--- config.mk ---
export PLATFORM = sky130hd
export DESIGN_NAME = bresenham_line_pixel_engine
export DESIGN_NICKNAME = d
export VERILOG_FILES = /design/src/hw/rtl/blpe_pkg.sv /design/src/hw/rtl/blpe_front.sv /design/src/hw/rtl/blpe_queue.sv /design/src/hw/rtl/blpe_back.sv /design/src/hw/rtl/bresenham_line_pixel_engine.sv
export SDC_FILE = /design/constraint.sdc
export NUM_CORES = 1
export LEC_CHECK = 0
export BUFFER_PORTS_ARGS = -buffer_cell sky130_fd_sc_hd__buf_4
export CORE_MARGIN = 2
export CORE_UTILIZATION = 65
export CTS_BUF_LIST = sky130_fd_sc_hd__clkbuf_4
export CTS_CLUSTER_DIAMETER = 80
export DETAILED_ROUTE_END_ITERATION = 10
export PLACE_DENSITY = 0.84
export SLEW_MARGIN = 20
export SYNTH_ARGS = -nofsm -noshare
export SYNTH_HDL_FRONTEND = slang
export SYNTH_SLANG_ARGS = --single-unit
--- constraint.sdc ---
create_clock -name clk_i -period 9.7 [get_ports clk_i]
set_input_delay 2.91 -clock clk_i [delete_from_list [all_inputs] [get_ports clk_i]]
set_output_delay 2.91 -clock clk_i [all_outputs]
set_load 0.1 [all_outputs]
--- src/hw/rtl/blpe_pkg.sv ---
// Shared types, constants and the palette expansion for the line pixel engine.
`timescale 1ns / 1ps
`default_nettype none

package blpe_pkg;

  localparam int COORD_BITS     = 16;
  localparam int MAX_SCREEN_DIM = 4096;
  localparam int COLOR_BITS     = 8;
  localparam int SIZE_BITS      = 13;
  localparam int PITCH_BITS     = 15;
  localparam int CFG_DATA_BITS  = 15;
  localparam int CFG_IDX_BITS   = 2;
  localparam int OFFSET_BITS    = 26;
  localparam int VALUE_BITS     = 24;

  // Clip bound and on-screen coordinate widths.
  localparam int DIM_BITS = $clog2(MAX_SCREEN_DIM + 1);
  localparam int ROW_BITS = $clog2(MAX_SCREEN_DIM);

  localparam int ERR_BITS = COORD_BITS + 3;

  localparam int IN_DATA_BITS  = ((4 * COORD_BITS + COLOR_BITS + 7) / 8) * 8;
  localparam int OUT_DATA_BITS = ((OFFSET_BITS + VALUE_BITS + 7) / 8) * 8;

  localparam int QUEUE_DEPTH = 4;
  localparam int QPTR_BITS   = $clog2(QUEUE_DEPTH);

  localparam logic OP_START = 1'b0;
  localparam logic OP_STEP  = 1'b1;

  localparam logic [CFG_IDX_BITS-1:0] CFG_SCREEN_WIDTH  = 2'd0;
  localparam logic [CFG_IDX_BITS-1:0] CFG_SCREEN_HEIGHT = 2'd1;
  localparam logic [CFG_IDX_BITS-1:0] CFG_ROW_PITCH     = 2'd2;
  localparam logic [CFG_IDX_BITS-1:0] CFG_TRUE_COLOR    = 2'd3;

  localparam logic [SIZE_BITS-1:0]  RST_SCREEN_WIDTH  = 13'd320;
  localparam logic [SIZE_BITS-1:0]  RST_SCREEN_HEIGHT = 13'd200;
  localparam logic [PITCH_BITS-1:0] RST_ROW_PITCH     = 15'd320;

  localparam logic [VALUE_BITS-1:0] BASE_COLORS [16] = '{
    24'h000000, 24'h0000AA, 24'h00AA00, 24'h00AAAA,
    24'hAA0000, 24'hAA00AA, 24'hAA5500, 24'hAAAAAA,
    24'h555555, 24'h5555FF, 24'h55FF55, 24'h55FFFF,
    24'hFF5555, 24'hFF55FF, 24'hFFFF55, 24'hFFFFFF
  };

  localparam logic [7:0] CUBE_FIRST  = 8'd16;
  localparam logic [7:0] CUBE_ROW    = 8'd36;
  localparam logic [7:0] CUBE_SIDE   = 8'd6;
  localparam logic [7:0] CUBE_LEVEL  = 8'd51;
  localparam logic [7:0] GRAY_FIRST  = 8'd232;
  localparam logic [7:0] GRAY_STEP   = 8'd10;
  localparam logic [7:0] GRAY_OFFSET = 8'd8;

  typedef struct packed {
    logic                         opcode;
    logic signed [COORD_BITS-1:0] x_start;
    logic signed [COORD_BITS-1:0] y_start;
    logic signed [COORD_BITS-1:0] x_end;
    logic signed [COORD_BITS-1:0] y_end;
    logic [COLOR_BITS-1:0]        color_index;
  } line_cmd_t;

  // One pixel of the walk, as handed from the walker to the back end.
  typedef struct packed {
    logic signed [COORD_BITS-1:0] x;
    logic signed [COORD_BITS-1:0] y;
    logic [COLOR_BITS-1:0]        color;
    logic                         done;
  } pix_req_t;

  typedef struct packed {
    logic full;
    logic empty;
  } q_stat_t;

  // Palette index to 0xRRGGBB: base table, 6x6x6 cube, gray ramp.
  function automatic logic [VALUE_BITS-1:0] expand_color(input logic [COLOR_BITS-1:0] c);
    logic [7:0] k;
    logic [7:0] rem;
    logic [7:0] r_lvl;
    logic [7:0] g_lvl;
    logic [7:0] b_lvl;
    logic [7:0] gray;
    logic [VALUE_BITS-1:0] rgb;
    k     = c - CUBE_FIRST;
    r_lvl = '0;
    g_lvl = '0;
    for (int i = 1; i < 6; i++) begin
      if (k >= 8'(36 * i)) begin
        r_lvl = 8'(i);
      end
    end
    rem = k - 8'(r_lvl * CUBE_ROW);
    for (int i = 1; i < 6; i++) begin
      if (rem >= 8'(6 * i)) begin
        g_lvl = 8'(i);
      end
    end
    b_lvl = rem - 8'(g_lvl * CUBE_SIDE);
    gray  = 8'((c - GRAY_FIRST) * GRAY_STEP + GRAY_OFFSET);
    if (c < CUBE_FIRST) begin
      rgb = BASE_COLORS[c[3:0]];
    end else if (c < GRAY_FIRST) begin
      rgb = {8'(r_lvl * CUBE_LEVEL), 8'(g_lvl * CUBE_LEVEL), 8'(b_lvl * CUBE_LEVEL)};
    end else begin
      rgb = {gray, gray, gray};
    end
    return rgb;
  endfunction

endpackage

`default_nettype wire

--- src/hw/rtl/blpe_front.sv ---
// Front end: takes requests, loads lines and walks them one pixel per step.
`timescale 1ns / 1ps
`default_nettype none

module blpe_front (
  input  wire logic                clk_i,
  input  wire logic                rst_ni,
  input  wire logic                s_tvalid_i,
  output logic                     s_tready_o,
  input  wire blpe_pkg::line_cmd_t cmd_i,
  input  wire blpe_pkg::q_stat_t   q_stat_i,
  output logic                     push_o,
  output blpe_pkg::pix_req_t       push_data_o
);
  import blpe_pkg::*;

  logic signed [COORD_BITS-1:0] cur_x_q, cur_x_d, cur_y_q, cur_y_d;
  logic signed [COORD_BITS-1:0] end_x_q, end_x_d, end_y_q, end_y_d;
  logic [COORD_BITS:0]          abs_dx_q, abs_dx_d, abs_dy_q, abs_dy_d;
  logic                         step_x_neg_q, step_x_neg_d, step_y_neg_q, step_y_neg_d;
  logic signed [ERR_BITS-1:0]   err_q, err_d;
  logic                         active_q, active_d;
  logic [COLOR_BITS-1:0]        color_q, color_d;

  logic                         accept, start, step, done;
  logic signed [COORD_BITS:0]   ddx, ddy;
  logic [COORD_BITS:0]          adx, ady;
  logic signed [ERR_BITS:0]     e2, neg_dy, pos_dx;
  logic                         move_x, move_y;
  logic [ERR_BITS-1:0]          sub_y, add_x;

  assign s_tready_o = !q_stat_i.full;
  assign accept     = s_tvalid_i && s_tready_o;
  assign start      = accept && (cmd_i.opcode == OP_START);
  assign step       = accept && (cmd_i.opcode == OP_STEP) && active_q;
  assign done       = (cur_x_q == end_x_q) && (cur_y_q == end_y_q);

  assign push_o            = step;
  assign push_data_o.x     = cur_x_q;
  assign push_data_o.y     = cur_y_q;
  assign push_data_o.color = color_q;
  assign push_data_o.done  = done;

  // Line setup.
  assign ddx = $signed({cmd_i.x_end[COORD_BITS-1], cmd_i.x_end})
             - $signed({cmd_i.x_start[COORD_BITS-1], cmd_i.x_start});
  assign ddy = $signed({cmd_i.y_end[COORD_BITS-1], cmd_i.y_end})
             - $signed({cmd_i.y_start[COORD_BITS-1], cmd_i.y_start});
  assign adx = ddx[COORD_BITS] ? (COORD_BITS + 1)'(-ddx) : ddx;
  assign ady = ddy[COORD_BITS] ? (COORD_BITS + 1)'(-ddy) : ddy;

  // Bresenham decision on the doubled error term.
  assign e2     = $signed({err_q, 1'b0});
  assign pos_dx = $signed({3'b000, abs_dx_q});
  assign neg_dy = -$signed({3'b000, abs_dy_q});
  assign move_x = e2 > neg_dy;
  assign move_y = e2 < pos_dx;
  assign sub_y  = move_x ? {2'b00, abs_dy_q} : '0;
  assign add_x  = move_y ? {2'b00, abs_dx_q} : '0;

  always_comb begin
    cur_x_d      = cur_x_q;
    cur_y_d      = cur_y_q;
    end_x_d      = end_x_q;
    end_y_d      = end_y_q;
    abs_dx_d     = abs_dx_q;
    abs_dy_d     = abs_dy_q;
    step_x_neg_d = step_x_neg_q;
    step_y_neg_d = step_y_neg_q;
    err_d        = err_q;
    active_d     = active_q;
    color_d      = color_q;
    if (start) begin
      cur_x_d      = cmd_i.x_start;
      cur_y_d      = cmd_i.y_start;
      end_x_d      = cmd_i.x_end;
      end_y_d      = cmd_i.y_end;
      abs_dx_d     = adx;
      abs_dy_d     = ady;
      step_x_neg_d = !(cmd_i.x_start < cmd_i.x_end);
      step_y_neg_d = !(cmd_i.y_start < cmd_i.y_end);
      err_d        = $signed({2'b00, adx}) - $signed({2'b00, ady});
      color_d      = cmd_i.color_index;
      active_d     = 1'b1;
    end else if (step) begin
      if (done) begin
        active_d = 1'b0;
      end else begin
        err_d = err_q - $signed(sub_y) + $signed(add_x);
        if (move_x) begin
          cur_x_d = cur_x_q + (step_x_neg_q ? '1 : COORD_BITS'(1));
        end
        if (move_y) begin
          cur_y_d = cur_y_q + (step_y_neg_q ? '1 : COORD_BITS'(1));
        end
      end
    end
  end

  always_ff @(posedge clk_i or negedge rst_ni) begin
    if (!rst_ni) begin
      cur_x_q      <= '0;
      cur_y_q      <= '0;
      end_x_q      <= '0;
      end_y_q      <= '0;
      abs_dx_q     <= '0;
      abs_dy_q     <= '0;
      step_x_neg_q <= 1'b0;
      step_y_neg_q <= 1'b0;
      err_q        <= '0;
      active_q     <= 1'b0;
      color_q      <= '0;
    end else begin
      cur_x_q      <= cur_x_d;
      cur_y_q      <= cur_y_d;
      end_x_q      <= end_x_d;
      end_y_q      <= end_y_d;
      abs_dx_q     <= abs_dx_d;
      abs_dy_q     <= abs_dy_d;
      step_x_neg_q <= step_x_neg_d;
      step_y_neg_q <= step_y_neg_d;
      err_q        <= err_d;
      active_q     <= active_d;
      color_q      <= color_d;
    end
  end

endmodule

`default_nettype wire

--- src/hw/rtl/blpe_queue.sv ---
// Small pixel queue between the line walker and the pixel back end.
`timescale 1ns / 1ps
`default_nettype none

module blpe_queue (
  input  wire logic               clk_i,
  input  wire logic               rst_ni,
  input  wire logic               push_i,
  input  wire blpe_pkg::pix_req_t push_data_i,
  input  wire logic               pop_i,
  output blpe_pkg::pix_req_t      pop_data_o,
  output blpe_pkg::q_stat_t       q_stat_o
);
  import blpe_pkg::*;

  pix_req_t             entries_q [QUEUE_DEPTH];
  logic [QPTR_BITS-1:0] wr_ptr_q, wr_ptr_d, rd_ptr_q, rd_ptr_d;
  logic [QPTR_BITS:0]   count_q, count_d;

  assign q_stat_o.full  = (count_q == (QPTR_BITS + 1)'(QUEUE_DEPTH));
  assign q_stat_o.empty = (count_q == '0);
  assign pop_data_o     = entries_q[rd_ptr_q];

  always_comb begin
    wr_ptr_d = push_i ? wr_ptr_q + QPTR_BITS'(1) : wr_ptr_q;
    rd_ptr_d = pop_i  ? rd_ptr_q + QPTR_BITS'(1) : rd_ptr_q;
    count_d  = count_q;
    if (push_i && !pop_i) begin
      count_d = count_q + (QPTR_BITS + 1)'(1);
    end else if (pop_i && !push_i) begin
      count_d = count_q - (QPTR_BITS + 1)'(1);
    end
  end

  always_ff @(posedge clk_i or negedge rst_ni) begin
    if (!rst_ni) begin
      wr_ptr_q <= '0;
      rd_ptr_q <= '0;
      count_q  <= '0;
    end else begin
      wr_ptr_q <= wr_ptr_d;
      rd_ptr_q <= rd_ptr_d;
      count_q  <= count_d;
    end
  end

  always_ff @(posedge clk_i) begin
    if (push_i) begin
      entries_q[wr_ptr_q] <= push_data_i;
    end
  end

endmodule

`default_nettype wire

--- src/hw/rtl/blpe_back.sv ---
// Back end: screen clip, framebuffer offset, color expansion and output register.
`timescale 1ns / 1ps
`default_nettype none

module blpe_back (
  input  wire logic                                   clk_i,
  input  wire logic                                   rst_ni,
  input  wire logic                                   cfg_we_i,
  input  wire logic [blpe_pkg::CFG_IDX_BITS-1:0]      cfg_idx_i,
  input  wire logic [blpe_pkg::CFG_DATA_BITS-1:0]     cfg_data_i,
  input  wire blpe_pkg::q_stat_t                      q_stat_i,
  input  wire blpe_pkg::pix_req_t                     pop_data_i,
  output logic                                        pop_o,
  output logic                                        m_tvalid_o,
  input  wire logic                                   m_tready_i,
  output logic [blpe_pkg::OFFSET_BITS-1:0]            pixel_offset_o,
  output logic [blpe_pkg::VALUE_BITS-1:0]             pixel_value_o,
  output logic                                        write_enable_o,
  output logic                                        line_done_o
);
  import blpe_pkg::*;

  localparam int PROD_BITS = ROW_BITS + PITCH_BITS;

  logic [SIZE_BITS-1:0]  width_q, height_q;
  logic [PITCH_BITS-1:0] pitch_q;
  logic                  true_color_q;

  logic                  out_valid_q, out_valid_d;
  logic [OFFSET_BITS-1:0] offset_q;
  logic [VALUE_BITS-1:0] value_q;
  logic                  we_q, done_q;

  logic [DIM_BITS-1:0]   bound_w, bound_h;
  logic                  on_screen;
  logic [ROW_BITS-1:0]   row, col;
  logic [PITCH_BITS-1:0] pitch_eff;
  logic [PROD_BITS-1:0]  prod;
  logic [OFFSET_BITS-1:0] offset;
  logic [VALUE_BITS-1:0] value;

  always_ff @(posedge clk_i or negedge rst_ni) begin
    if (!rst_ni) begin
      width_q      <= RST_SCREEN_WIDTH;
      height_q     <= RST_SCREEN_HEIGHT;
      pitch_q      <= RST_ROW_PITCH;
      true_color_q <= 1'b0;
    end else if (cfg_we_i) begin
      case (cfg_idx_i)
        CFG_SCREEN_WIDTH:  width_q      <= cfg_data_i[SIZE_BITS-1:0];
        CFG_SCREEN_HEIGHT: height_q     <= cfg_data_i[SIZE_BITS-1:0];
        CFG_ROW_PITCH:     pitch_q      <= cfg_data_i[PITCH_BITS-1:0];
        CFG_TRUE_COLOR:    true_color_q <= cfg_data_i[0];
        default: ;
      endcase
    end
  end

  // Screen sizes above the largest supported dimension clip at that dimension.
  assign bound_w = (32'(width_q) > MAX_SCREEN_DIM) ? DIM_BITS'(MAX_SCREEN_DIM)
                                                  : DIM_BITS'(width_q);
  assign bound_h = (32'(height_q) > MAX_SCREEN_DIM) ? DIM_BITS'(MAX_SCREEN_DIM)
                                                   : DIM_BITS'(height_q);

  assign on_screen = !pop_data_i.x[COORD_BITS-1] && !pop_data_i.y[COORD_BITS-1]
                  && (32'(unsigned'(pop_data_i.x)) < 32'(bound_w))
                  && (32'(unsigned'(pop_data_i.y)) < 32'(bound_h));

  // On screen both coordinates are below the clip bound, so few bits suffice.
  assign row       = ROW_BITS'(unsigned'(pop_data_i.y));
  assign col       = ROW_BITS'(unsigned'(pop_data_i.x));
  assign pitch_eff = true_color_q ? {2'b00, pitch_q[PITCH_BITS-1:2]} : pitch_q;
  assign prod      = PROD_BITS'(row) * PROD_BITS'(pitch_eff);
  assign offset    = on_screen ? OFFSET_BITS'(prod) + OFFSET_BITS'(col) : '0;
  assign value     = true_color_q ? expand_color(pop_data_i.color)
                                  : VALUE_BITS'(pop_data_i.color);

  assign pop_o       = !q_stat_i.empty && (!out_valid_q || m_tready_i);
  assign out_valid_d = pop_o ? 1'b1 : (m_tready_i ? 1'b0 : out_valid_q);

  always_ff @(posedge clk_i or negedge rst_ni) begin
    if (!rst_ni) begin
      out_valid_q <= 1'b0;
    end else begin
      out_valid_q <= out_valid_d;
    end
  end

  always_ff @(posedge clk_i) begin
    if (pop_o) begin
      offset_q <= offset;
      value_q  <= value;
      we_q     <= on_screen;
      done_q   <= pop_data_i.done;
    end
  end

  assign m_tvalid_o     = out_valid_q;
  assign pixel_offset_o = offset_q;
  assign pixel_value_o  = value_q;
  assign write_enable_o = we_q;
  assign line_done_o    = done_q;

endmodule

`default_nettype wire

--- src/hw/rtl/bresenham_line_pixel_engine.sv ---
// Top level of the Bresenham line pixel engine: walker, pixel queue and back end.
//
//   Channel  Direction  Signals                            Contents
//   s        in         s_tvalid/s_tready/s_tdata/s_tuser  start or step request
//   m        out        m_tvalid/m_tready/m_tdata/m_tuser  one pixel write
//                       /m_tlast
//   cfg      in         cfg_we_i/cfg_idx_i/cfg_data_i      register writes
//
// One request is taken per cycle while the queue is not full; a step of an active line is
// written to a queue entry, then to the back-end output register, which drives m.
// The walker advances one Bresenham step per cycle while steps are taken; a four-entry queue
// decouples it from the offset multiplier and output register, so downstream stalls only
// stop input once the queue is full. Reset leaves the block idle with default registers.
`timescale 1ns / 1ps
`default_nettype none

module bresenham_line_pixel_engine (
  input  wire logic                                  clk_i,
  input  wire logic                                  rst_ni,
  input  wire logic                                  s_tvalid,
  output logic                                       s_tready,
  // x_start, y_start, x_end, y_end, color_index
  input  wire logic [blpe_pkg::IN_DATA_BITS-1:0]     s_tdata,
  // opcode
  input  wire logic                                  s_tuser,
  output logic                                       m_tvalid,
  input  wire logic                                  m_tready,
  // pixel_offset, pixel_value, zero fill
  output logic [blpe_pkg::OUT_DATA_BITS-1:0]         m_tdata,
  // write_enable
  output logic                                       m_tuser,
  output logic                                       m_tlast,
  input  wire logic                                  cfg_we_i,
  input  wire logic [blpe_pkg::CFG_IDX_BITS-1:0]     cfg_idx_i,
  input  wire logic [blpe_pkg::CFG_DATA_BITS-1:0]    cfg_data_i
);
  import blpe_pkg::*;

  line_cmd_t              cmd;
  q_stat_t                q_stat;
  pix_req_t               push_data, pop_data;
  logic                   q_push, q_pop;
  logic [OFFSET_BITS-1:0] pixel_offset;
  logic [VALUE_BITS-1:0]  pixel_value;

  assign cmd.opcode      = s_tuser;
  assign cmd.x_start     = s_tdata[0 +: COORD_BITS];
  assign cmd.y_start     = s_tdata[COORD_BITS +: COORD_BITS];
  assign cmd.x_end       = s_tdata[2 * COORD_BITS +: COORD_BITS];
  assign cmd.y_end       = s_tdata[3 * COORD_BITS +: COORD_BITS];
  assign cmd.color_index = s_tdata[4 * COORD_BITS +: COLOR_BITS];

  blpe_front u_front (
    .clk_i       (clk_i),
    .rst_ni      (rst_ni),
    .s_tvalid_i  (s_tvalid),
    .s_tready_o  (s_tready),
    .cmd_i       (cmd),
    .q_stat_i    (q_stat),
    .push_o      (q_push),
    .push_data_o (push_data)
  );

  blpe_queue u_queue (
    .clk_i       (clk_i),
    .rst_ni      (rst_ni),
    .push_i      (q_push),
    .push_data_i (push_data),
    .pop_i       (q_pop),
    .pop_data_o  (pop_data),
    .q_stat_o    (q_stat)
  );

  blpe_back u_back (
    .clk_i          (clk_i),
    .rst_ni         (rst_ni),
    .cfg_we_i       (cfg_we_i),
    .cfg_idx_i      (cfg_idx_i),
    .cfg_data_i     (cfg_data_i),
    .q_stat_i       (q_stat),
    .pop_data_i     (pop_data),
    .pop_o          (q_pop),
    .m_tvalid_o     (m_tvalid),
    .m_tready_i     (m_tready),
    .pixel_offset_o (pixel_offset),
    .pixel_value_o  (pixel_value),
    .write_enable_o (m_tuser),
    .line_done_o    (m_tlast)
  );

  assign m_tdata = OUT_DATA_BITS'({pixel_value, pixel_offset});

`ifndef SYNTHESIS
  a_no_push_when_full : assert property (@(posedge clk_i) disable iff (!rst_ni)
    q_push |-> !q_stat.full)
    else $error("pixel queue written while full");

  a_no_pop_when_empty : assert property (@(posedge clk_i) disable iff (!rst_ni)
    q_pop |-> !q_stat.empty)
    else $error("pixel queue read while empty");

  a_clipped_offset_zero : assert property (@(posedge clk_i) disable iff (!rst_ni)
    (m_tvalid && !m_tuser) |-> (m_tdata[OFFSET_BITS-1:0] == '0))
    else $error("clipped pixel carries a nonzero offset");
`endif

endmodule

`default_nettype wire
# Yosys cells after proc, flatten, opt, wreduce, memory -nomap -nowiden
# Memories as Yosys holds them, arrays and structs flattened.
# Index checks and enable logic that the tools add are counted.
# word_totals
reg_bits,230
mem_bits_rw,164
rom_bits,384
in_bits,95
output_inout_bits,60
elab_cells,164
memories,2
# mem_list
memory,depth,word_bits,read_ports,rd_ports_with_merged_regs,write_ports,line,text
(name not given),16,24,1,0,0,blpe_pkg.sv:104,rgb = BASE_COLORS[c[3:0]];
u_queue.entries_q,4,41,1,0,1,blpe_queue.sv:16,pix_req_t entries_q [QUEUE_DEPTH];
# classes
add_sub_neg,20
mul,7
n_lt_le_gt_ge,21
eq_ne,7
muxes,44
n_bitwise,2
reduce_logical,37
# op_table
cell,n
2-to-1 mux 16 bit,10
2-to-1 mux 24 bit,4
2-to-1 mux 17 bit,4
2-to-1 mux 19 bit,3
negator 17 bit,2
subtractor 16 x 16 -> 17 bit,2
adder 16 bit,2
== test 16 bit,2
< comparator 16 x 13 -> 1 bit,2
< comparator 16 bit,2
adder 26 x 12 -> 26 bit,1
> comparator 13 bit (second input constant),2
multiplier 12 x 15 -> 26 bit,1
2-to-1 mux 13 bit,2
>= comparator 8 x 5 -> 1 bit (second input constant),3
> comparator 20 bit,1
< comparator 20 x 18 -> 1 bit,1
negator 17 -> 20 bit,1
adder 19 bit,1
subtractor 19 bit,1
2-to-1 mux 3 bit,6
subtractor 17 x 17 -> 18 bit,1
>= comparator 8 x 7 -> 1 bit (second input constant),2
>= comparator 8 bit (second input constant),2
36 further kinds,80

# Depth between registers and ports, before layout
# Gate-level depths: netlist of run 1.
# An unclocked memory read counts as a cell.
# logic_depth
word_depth,22
ltp_mapped,40
mapped_depth_nobuf,37

# Hierarchy
# From an unflattened synthesis of run 1, not the netlist that was laid out.
# unflattened
hier_cells,3023
hier_area_um2,31016.0
# modules_own_cells
module,n_inst,cells_per_inst,area_per_inst_um2
blpe_front,1,1515,12414.4
blpe_back,1,1252,12187.9
blpe_queue,1,249,6364.9
bresenham_line_pixel_engine,1,7,48.8

# Least setup slack after synthesis of run 1
# No wires, ideal clock.
# synth_path
kind,reg-to-reg
from,reg u_queue.rd_ptr_q[0]
to,"reg u_back.value_q[7] (netlist: u_back.pixel_value_o[7]), data pin"
arrival_ns,8.489
required_ns,9.439
path_slack_ns,0.950
stages_incl_launch_ff,39
n_path_buf,3
synth_period_minus_slack_ns,8.750
path_cell_list,dfrtp_1 -> buf_6 -> buf_6 -> mux4_2 -> inv_1 -> ha_1 -> nand2_1 -> or4_4 -> nand3_2 -> nor3b_1 -> a21oi_1 -> ha_1 -> fa_1 -> xor2_1 -> inv_1 -> o21ai_0 -> a21oi_1 -> a311o_1 -> [... 3 more ...] -> inv_1 -> fa_1 -> ha_1 -> o21ai_0 -> nand2b_1 -> nand2_1 -> nand2b_1 -> a21oi_1 -> xor2_1 -> ha_1 -> fa_1 -> fa_1 -> ha_1 -> a21oi_1 -> xnor2_1 -> xnor2_1 -> xnor2_1 -> a311o_1
# synth_via
elab_chain_cells,22
elab_cells_between_ends,39
# synth_lines
item,line,text
from (decl),blpe_queue.sv:17,"logic [QPTR_BITS-1:0] wr_ptr_q, wr_ptr_d, rd_ptr_q, rd_ptr_d;"
from (signal assigned),blpe_queue.sv:42,rd_ptr_q <= rd_ptr_d;
memory (4 x 41 bit) (*),-,
subtractor 8 x 5 -> 8 bit,blpe_pkg.sv:87,k = c - CUBE_FIRST;
>= comparator 8 x 6 -> 1 bit,blpe_pkg.sv:91,if (k >= 8'(36 * i)) begin
2-to-1 mux 1 bit,blpe_pkg.sv:91,
2-to-1 mux 2 bit (2 in a row),blpe_pkg.sv:91,
2-to-1 mux 3 bit (2 in a row),blpe_pkg.sv:91,
multiplier 3 x 4 -> 6 bit,blpe_pkg.sv:95,rem = k - 8'(r_lvl * CUBE_ROW);
subtractor 8 bit,blpe_pkg.sv:95,
[... 4 more ...],-,
2-to-1 mux 3 bit (2 in a row),blpe_pkg.sv:97,if (rem >= 8'(6 * i)) begin
multiplier 3 x 2 -> 5 bit,blpe_pkg.sv:101,b_lvl = rem - 8'(g_lvl * CUBE_SIDE);
subtractor 8 bit,blpe_pkg.sv:101,
multiplier 8 x 6 -> 8 bit,blpe_pkg.sv:106,"rgb = {8'(r_lvl * CUBE_LEVEL), 8'(g_lvl * CUBE_LEVEL), 8'(b_lvl * CUBE_LEVEL)};"
2-to-1 mux 24 bit,blpe_pkg.sv:105,end else if (c < GRAY_FIRST) begin
2-to-1 mux 24 bit,blpe_pkg.sv:103,if (c < CUBE_FIRST) begin
2-to-1 mux 8 bit (*),blpe_back.sv:75,assign value = true_color_q ? expand_color(pop_data_i.color)
via u_back.value[7],blpe_back.sv:40,logic [VALUE_BITS-1:0] value;
to (signal assigned),blpe_back.sv:92,value_q <= value;
to (decl),blpe_back.sv:31,logic [VALUE_BITS-1:0] value_q;
# The timed path passes the listed nets; every way through them passes the cells marked *. The select of a mux whose other input is x is not followed.
# A chain may end at the register's enable or synchronous reset.

# Worst setup path after layout of run 1
# layout_path
from,reg u_queue.rd_ptr_q[1]
to,"reg u_back.value_q[7] (netlist: u_back.pixel_value_o[7]), data pin"
# Same word-level chain as after synthesis.

==> flow_summary_export.csv, run 1 <==
group,metric,value,unit
global_routing,grt_pass1_vias,24800,
worst_setup_path,r2r_end,"u_back.pixel_value_o[7]$_DFFE_PP_",
floorplanning,rows,79,
cts,numCtsBuffers,102,
cts,cts_tree,"done",
drt,drtIter0Drc,2038,
yosys,synth_edf_count,216,
timing,max_slew_margin,0.260,
yosys,async_flop_share,0.452,
worst_setup_path,cp.required,10.29,ns
timing,fin_tns_setup,0,ns
worst_setup_path,worstPathArrival,9.75,ns
floorplanning,initial_core_util,0.661,
cts,path_clk_slew,0.07,ns
drt,ant_nets,0,
floorplanning,io_pins,155,
timing,clock_skew,0.0714,ns
worst_setup_path,cp_num_buf_inv,5,
global_routing,grt_max_degree,93,
drt,first_pass_iters,10,
drt,wl,82000,um
global_routing,grt_pass1_wl,131000,um
cts,insertion_delay,0.88,ns
floorplanning,die-height,222,um
floorplanning,die_x,222,um
yosys,postSynthCellCount,3064,
cts,root_buffer,"clkbuf_4",
placement,dp_hpwl,62300,um
timing,final-setup-viol-count,0,
worst_setup_path,crit_path_start_kind,"flip-flop",
cells_and_area,nets,3795,
timing,fin_crit,9.16,ns
cts,htree_levels,3,
worst_setup_path,critPathMaxStageDelay,0.62,ns
floorplanning,dieArea,49300,um^2
cells_and_area,fin_cells,3932,
worst_hold_path,hp-class,"reg2reg",
global_routing,grt_usage,0.335,
worst_setup_path,cpMostUsedCell,"ha_1",
timing,max_freq,109,MHz
worst_hold_path,hold_end,"u_queue.count_q[2]$_DFFE_PN0P_",
drt,drc,0,
timing,min_period_over_period,0.945,
worst_setup_path,reg2regPathDepth,37,
timing,setup_slack,0.537,ns
yosys,syn_avg_cell_area,10.1,um^2
global_routing,antenna_found_initial,2,
worst_setup_path,cpLargestDelayFamily,"adder cells",
timing,slew_violations,0,
cells_and_area,area_growth,9.89,%
yosys,ys_warn_count,0,
cells_and_area,drive_above_1_share,0.144,
run_status,status,"finished clean",
drt,wl_per_cell,20.9,um
worst_setup_path,crit_type,"reg2reg",
cts,clock_path_buffers,3,
worst_setup_path,worstReg2RegStart,"u_queue.rd_ptr_q[1]$_DFFE_PN0P_",
yosys,synth_cell_types,86,
placement,port_buffers,148,
job,cap_violations,0,
yosys,synth_seq_cells,394,
placement,dp_cells,3743,
placement,globalplace.congestion,1.02,
floorplanning,core,46800,um^2
timing,tightestPinTransition,1.11,ns
worst_setup_path,ff2ff_setup_slack,0.54,ns
yosys,synth_ff_type,"edfxtp_1",
worst_hold_path,hold_start,"u_queue.count_q[2]$_DFFE_PN0P_",
drt,vias,24400,
timing,hold_viol_final,0,
timing,rsz0062_at_grt,"false",
worst_hold_path,hold_depth,1,
placement,post-place-ws,0.280,ns
global_routing,grt.overflow.total,0,
worst_setup_path,setup.worst_path.end_class,"flip-flop",
worst_setup_path,cp_max_fo,16,
yosys,yosysSeqAreaShare,0.354,
cts,clkSinkCount,394,
worst_setup_path,slowest_stage,"dfrtp_2",
yosys,syn_area,30900,um^2
drt,routed_via_density,6.21,
[stage by stage]
stage	hold WS, ns	utilization	area [um^2]
final	0.493	0.726	34000
after global routing	0.513	0.726	34000
after CTS	0.495	0.725	33900
after detailed placement	0.483	0.696	32500
after global placement	0.479	0.696	32500
after floorplan	0.455	-	30900
[sequential cells by signal (all words and copies together) (netlist names), 3 cells and up]
register,count
u_front.end_y_q,16
u_front.abs_dy_q,17
u_front.err_q,19
u_back.pitch_q,15
u_front.end_x_q,16
u_back.pixel_offset_o,26
u_front.cur_x_q,16
u_queue.count_q,3
u_queue.entries_q,164
u_front.cur_y_q,16
u_back.height_q,13
u_back.pixel_value_o,24
u_back.width_q,13
u_front.color_q,8
u_front.abs_dx_q,17
[repair_timing]
action                                  4_1_cts  5_1_grt
hold buffers                                  0        0
resized for setup                             0        5
endpoints found under the setup margin        0        1
setup buffers                                 0        3
[how the worst max path moves through the flow]
stage | start | end | slack, ns | cells after the start
2_1_floorplan | u_queue.rd_ptr_q[0]$_DFFE_PN0P_ | u_back.pixel_value_o[7]$_DFFE_PP_ | 0.95 | 38
3_3_place_gp | u_queue.rd_ptr_q[0]$_DFFE_PN0P_ | u_back.pixel_value_o[7]$_DFFE_PP_ | 0.51 | 37
3_5_place_dp | u_queue.rd_ptr_q[0]$_DFFE_PN0P_ | u_back.pixel_value_o[7]$_DFFE_PP_ | 0.28 | 37
4_1_cts | u_queue.rd_ptr_q[0]$_DFFE_PN0P_ | u_back.pixel_value_o[7]$_DFFE_PP_ | 0.26 | 37
5_1_grt | u_queue.rd_ptr_q[0]$_DFFE_PN0P_ | u_back.pixel_value_o[7]$_DFFE_PP_ | 0.005 | 37
6_report | u_queue.rd_ptr_q[1]$_DFFE_PN0P_ | u_back.pixel_value_o[7]$_DFFE_PP_ | 0.54 | 37
[metal layers]
| layer | vias to the layer above | track usage | wire length, um |
|---|---|---|---|
| li1 | 11100 | - | - |
| met1 | 11900 | 0.436 | 32800 |
| met2 | 1167 | 0.548 | 39000 |
| met3 | 208 | 0.0734 | 7390 |
| met4 | 2 | 0.135 | 2740 |
| met5 | - | 0 | 13 |
[cells in the mapped netlist (all sizes together) (14+ instances only)]
library cell    n  share of area
mux2           74          0.027
nor2b          30         0.0061
a211oi         20         0.0049
o21ai         119          0.019
buf            22         0.0040
nand4          22         0.0045
ha            285           0.12
or3            20         0.0040
fa            171           0.11
o21a           16         0.0039
inv           340          0.041
o22ai          14         0.0028
xnor2         140          0.040
and2           77          0.016
mux4           32          0.024
a31oi          18         0.0036
dfrtp         171           0.14
edfxtp        216           0.21
a21oi         134          0.022
mux2i          21         0.0068
nand2         386          0.047
nor3           65          0.011
nor2          185          0.022
clkbuf         74         0.0090
a21o           37         0.0090
nor4           25         0.0051
nand2b         24         0.0049
xor2           54          0.015
nand3          49         0.0081
[cells by family after synthesis]
| family | count (synthesis) | synth area share |
|---|---|---|
| other | 1 | 0.000121 |
| xor gates and xnor gates | 195 | 0.0560 |
| adders and majority gates | 457 | 0.226 |
| AOI/OAI and AO/OA | 516 | 0.110 |
| muxes | 127 | 0.0576 |
| DFF | 394 | 0.354 |
| and+or+nand+nor | 938 | 0.142 |
| buffers and inverters | 436 | 0.0543 |
[final cells by class]
class | count | area, um^2
clock buffer | 158 | 1190
sequential | 394 | 11000
antenna | 2 | 5.00
clock inverter | 25 | 153
tap | 607 | 759
fill | 3308 | 12800
timing repair buffer | 167 | 1270
multi-input combinational | 2239 | 18400
inverter | 340 | 1280
[layout by cell type (no fill, tap or decap), types with 9 or more instances in the layout]
cell      count
nand2_1     386
inv_1       339
ha_1        285
edfxtp_1    216
nor2_1      183
fa_1        171
dfrtp_1     168
buf_4       164
clkbuf_4    158
xnor2_1     139
a21oi_1     132
o21ai_0     116
and2_1       72
mux2_2       68
nor3_1       62
xor2_1       54
nand3_1      48
a21o_1       37
nor2b_1      30
mux4_2       28
nor4_1       25
nand2b_1     24
nand4_1      22
mux2i_1      21
a211oi_1     20
or3_1        20
a31oi_1      17
o21a_1       16
clkinv_1     16
o22ai_1      14
a22oi_1      13
o221ai_1     13
or2_2        12
o21bai_1     12
o211ai_1     12
a221oi_1     11
and3_1       11
o31ai_1      10
a21boi_0      9
Power of run 1 is left out: the tool's default activity adds up to more than one toggle a clock period on the data nets, which glitch-free logic cannot reach.
==> run 2: changes to the inputs <==
CORE_UTILIZATION = 50   (was 65)
PLACE_DENSITY = 0.67   (was 0.84)
==> run 2 against run 1 <==
  * Cell area grew 0.86%
  * Worst hold slack gained 0.0057 ns
  * Fmax is 0.23% lower
  * Clock skew rose by 0.012 ns
  * Global-route usage fell by 7.3 points
  * Count of clock-buffer cells in the layout grew 3
  * Critical path type unchanged
  * Largest cell class unchanged
==> flow_summary_export.csv, run 2 (synthesis results as in run 1) <==
group,metric,value,unit
timing,max_slew_margin,0.261,
cells_and_area,top_register,"u_queue.entries_q",
timing,setup_slack,0.516,ns
global_routing,grt_pass1_wl,131000,um
job,cap_violations,0,
drt,wl_per_cell,19.9,um
placement,placed_area,32800,um^2
cts,htree_levels,3,
drt,first_pass_iters,5,
timing,hold_viol_final,0,
floorplanning,dieArea,63800,um^2
global_routing,grt_pass1_vias,24300,
worst_setup_path,worstPathArrival,9.76,ns
timing,fin_crit,9.18,ns
global_routing,grt_usage,0.262,
cells_and_area,final_common_cell,"nand2_1",
timing,rsz0062_at_grt,"false",
cells_and_area,fillers,5387,
cells_and_area,register_area,11000,um^2
cells_and_area,largest_reg_flops,164,
cts,insertion_delay,0.89,ns
timing,fin_tns_setup,0,ns
worst_setup_path,cp_max_fo,6,
cts,clock_path_buffers,3,
worst_hold_path,hp-class,"reg2reg",
cells_and_area,multi_input_area,18300,um^2
timing,max_freq,109,MHz
timing,min_period_over_period,0.947,
worst_setup_path,crit_path_start_kind,"flip-flop",
cells_and_area,most-common-layout-cells,"nand2_1, inv_1, ha_1",
cts,clkSinkCount,394,
global_routing,antenna_found_initial,2,
drt,drtIter0Drc,1593,
drt,routed_via_density,5.74,
drt,ant_nets,0,
worst_setup_path,cp.required,10.28,ns
placement,post-place-ws,0.397,ns
cts,cts_tree,"done",
floorplanning,io_pins,155,
worst_setup_path,slowest_stage,"mux4_2",
timing,clock_skew,0.0835,ns
cells_and_area,drive_above_1_share,0.145,
cells_and_area,area_growth,10.8,%
drt,vias,23700,
placement,dp_hpwl,63200,um
placement,port_buffers,148,
cells_and_area,nets,3803,
cells_and_area,fin_cells,4128,
cells_and_area,fin_area,34300,um^2
timing,slew_violations,0,
placement,dp_cells,3934,
cts,root_buffer,"clkbuf_4",
floorplanning,die-height,253,um
cts,numCtsBuffers,104,
worst_setup_path,critPathMaxStageDelay,0.60,ns
worst_setup_path,setup.worst_path.end_class,"flip-flop",
worst_setup_path,crit_type,"reg2reg",
cts,ctsHoldBuffers,0,
drt,drc,0,
floorplanning,core,61400,um^2
run_status,status,"finished clean",
placement,globalplace.congestion,0.948,
cts,path_clk_slew,0.07,ns
timing,tightestPinTransition,1.10,ns
global_routing,grt.overflow.total,0,
timing,final-setup-viol-count,0,
floorplanning,initial_core_util,0.504,
floorplanning,die_x,253,um
floorplanning,rows,91,
global_routing,grt_max_degree,100,
drt,wl,82300,um
[run 2: cell types whose count changed in the layout (fill, tap and decap cells not counted), moves of 2 or more]
cell / previous run / this run
buf_4: 164 / 171
clkinv_1: 16 / 20
clkbuf_4: 158 / 161
clkinv_8: 2 / 0
inv_8: 0 / 2
o21ai_1: 2 / 4
[run 2: timing repair]
action	4_1_cts	5_1_grt
endpoints found under the setup margin	0	1
resized for setup	0	2
setup buffers	0	2
[run 2: final cells by class]
type                       count  area share
antenna                        1   0.0000731
clock buffer                 161      0.0353
clock inverter                30     0.00515
inverter                     340      0.0373
multi-input combinational   2239       0.535
sequential                   394       0.320
tap                          790      0.0289
timing repair buffer         173      0.0382
[run 2: worst max-delay path, delay by kind of cell, from the launching register on]
kind / cells / cell delay, ns
AOI/OAI and AO/OA: 7 / 1.37
adders and majority gates: 9 / 3.33
buffers and inverters: 5 / 0.64
xor gates and xnor gates: 5 / 0.85
muxes: 1 / 0.60
DFF: 1 / 0.47
and+or+nand+nor: 10 / 1.66
[run 2: path summary, 6_finish.rpt]
check | from | end | slack [ns] | cells after the start
worst max-delay path | u_queue.rd_ptr_q[0]$_DFFE_PN0P_ | u_back.pixel_value_o[7]$_DFFE_PP_ | 0.52 | 37
worst min-delay path | u_front.end_y_q[8]$_DFFE_PN0P_ | u_front.end_y_q[8]$_DFFE_PN0P_ | 0.50 | 2
worst max register to register | u_queue.rd_ptr_q[0]$_DFFE_PN0P_ | u_back.pixel_value_o[7]$_DFFE_PP_ | 0.52 | 37
worst min register to register | u_front.end_y_q[8]$_DFFE_PN0P_ | u_front.end_y_q[8]$_DFFE_PN0P_ | 0.50 | 2
max in group asynchronous | rst_ni | u_front.end_y_q[3]$_DFFE_PN0P_ | 6.21 | 2
min in group asynchronous | rst_ni | u_front.color_q[7]$_DFFE_PN0P_ | 2.17 | 1
[run 2: per-layer routing]
| metal | wire length, um | GRT usage | part of all wire |
|---|---|---|---|
| met4 | 1960 | 0.0879 | 0.024 |
| met3 | 5130 | 0.0410 | 0.062 |
| met2 | 38800 | 0.429 | 0.47 |
| met5 | 11 | 0 | 0.00013 |
| met1 | 36400 | 0.356 | 0.44 |
[run 2: through the flow]
stage	hold slack, ns	util
2_1_floorplan	0.455	-
3_3_place_gp	0.480	0.535
3_5_place_dp	0.487	0.535
4_1_cts	0.502	0.558
5_1_grt	0.522	0.558
6_report	0.499	0.558
Power of run 2 is left out for the same reason.
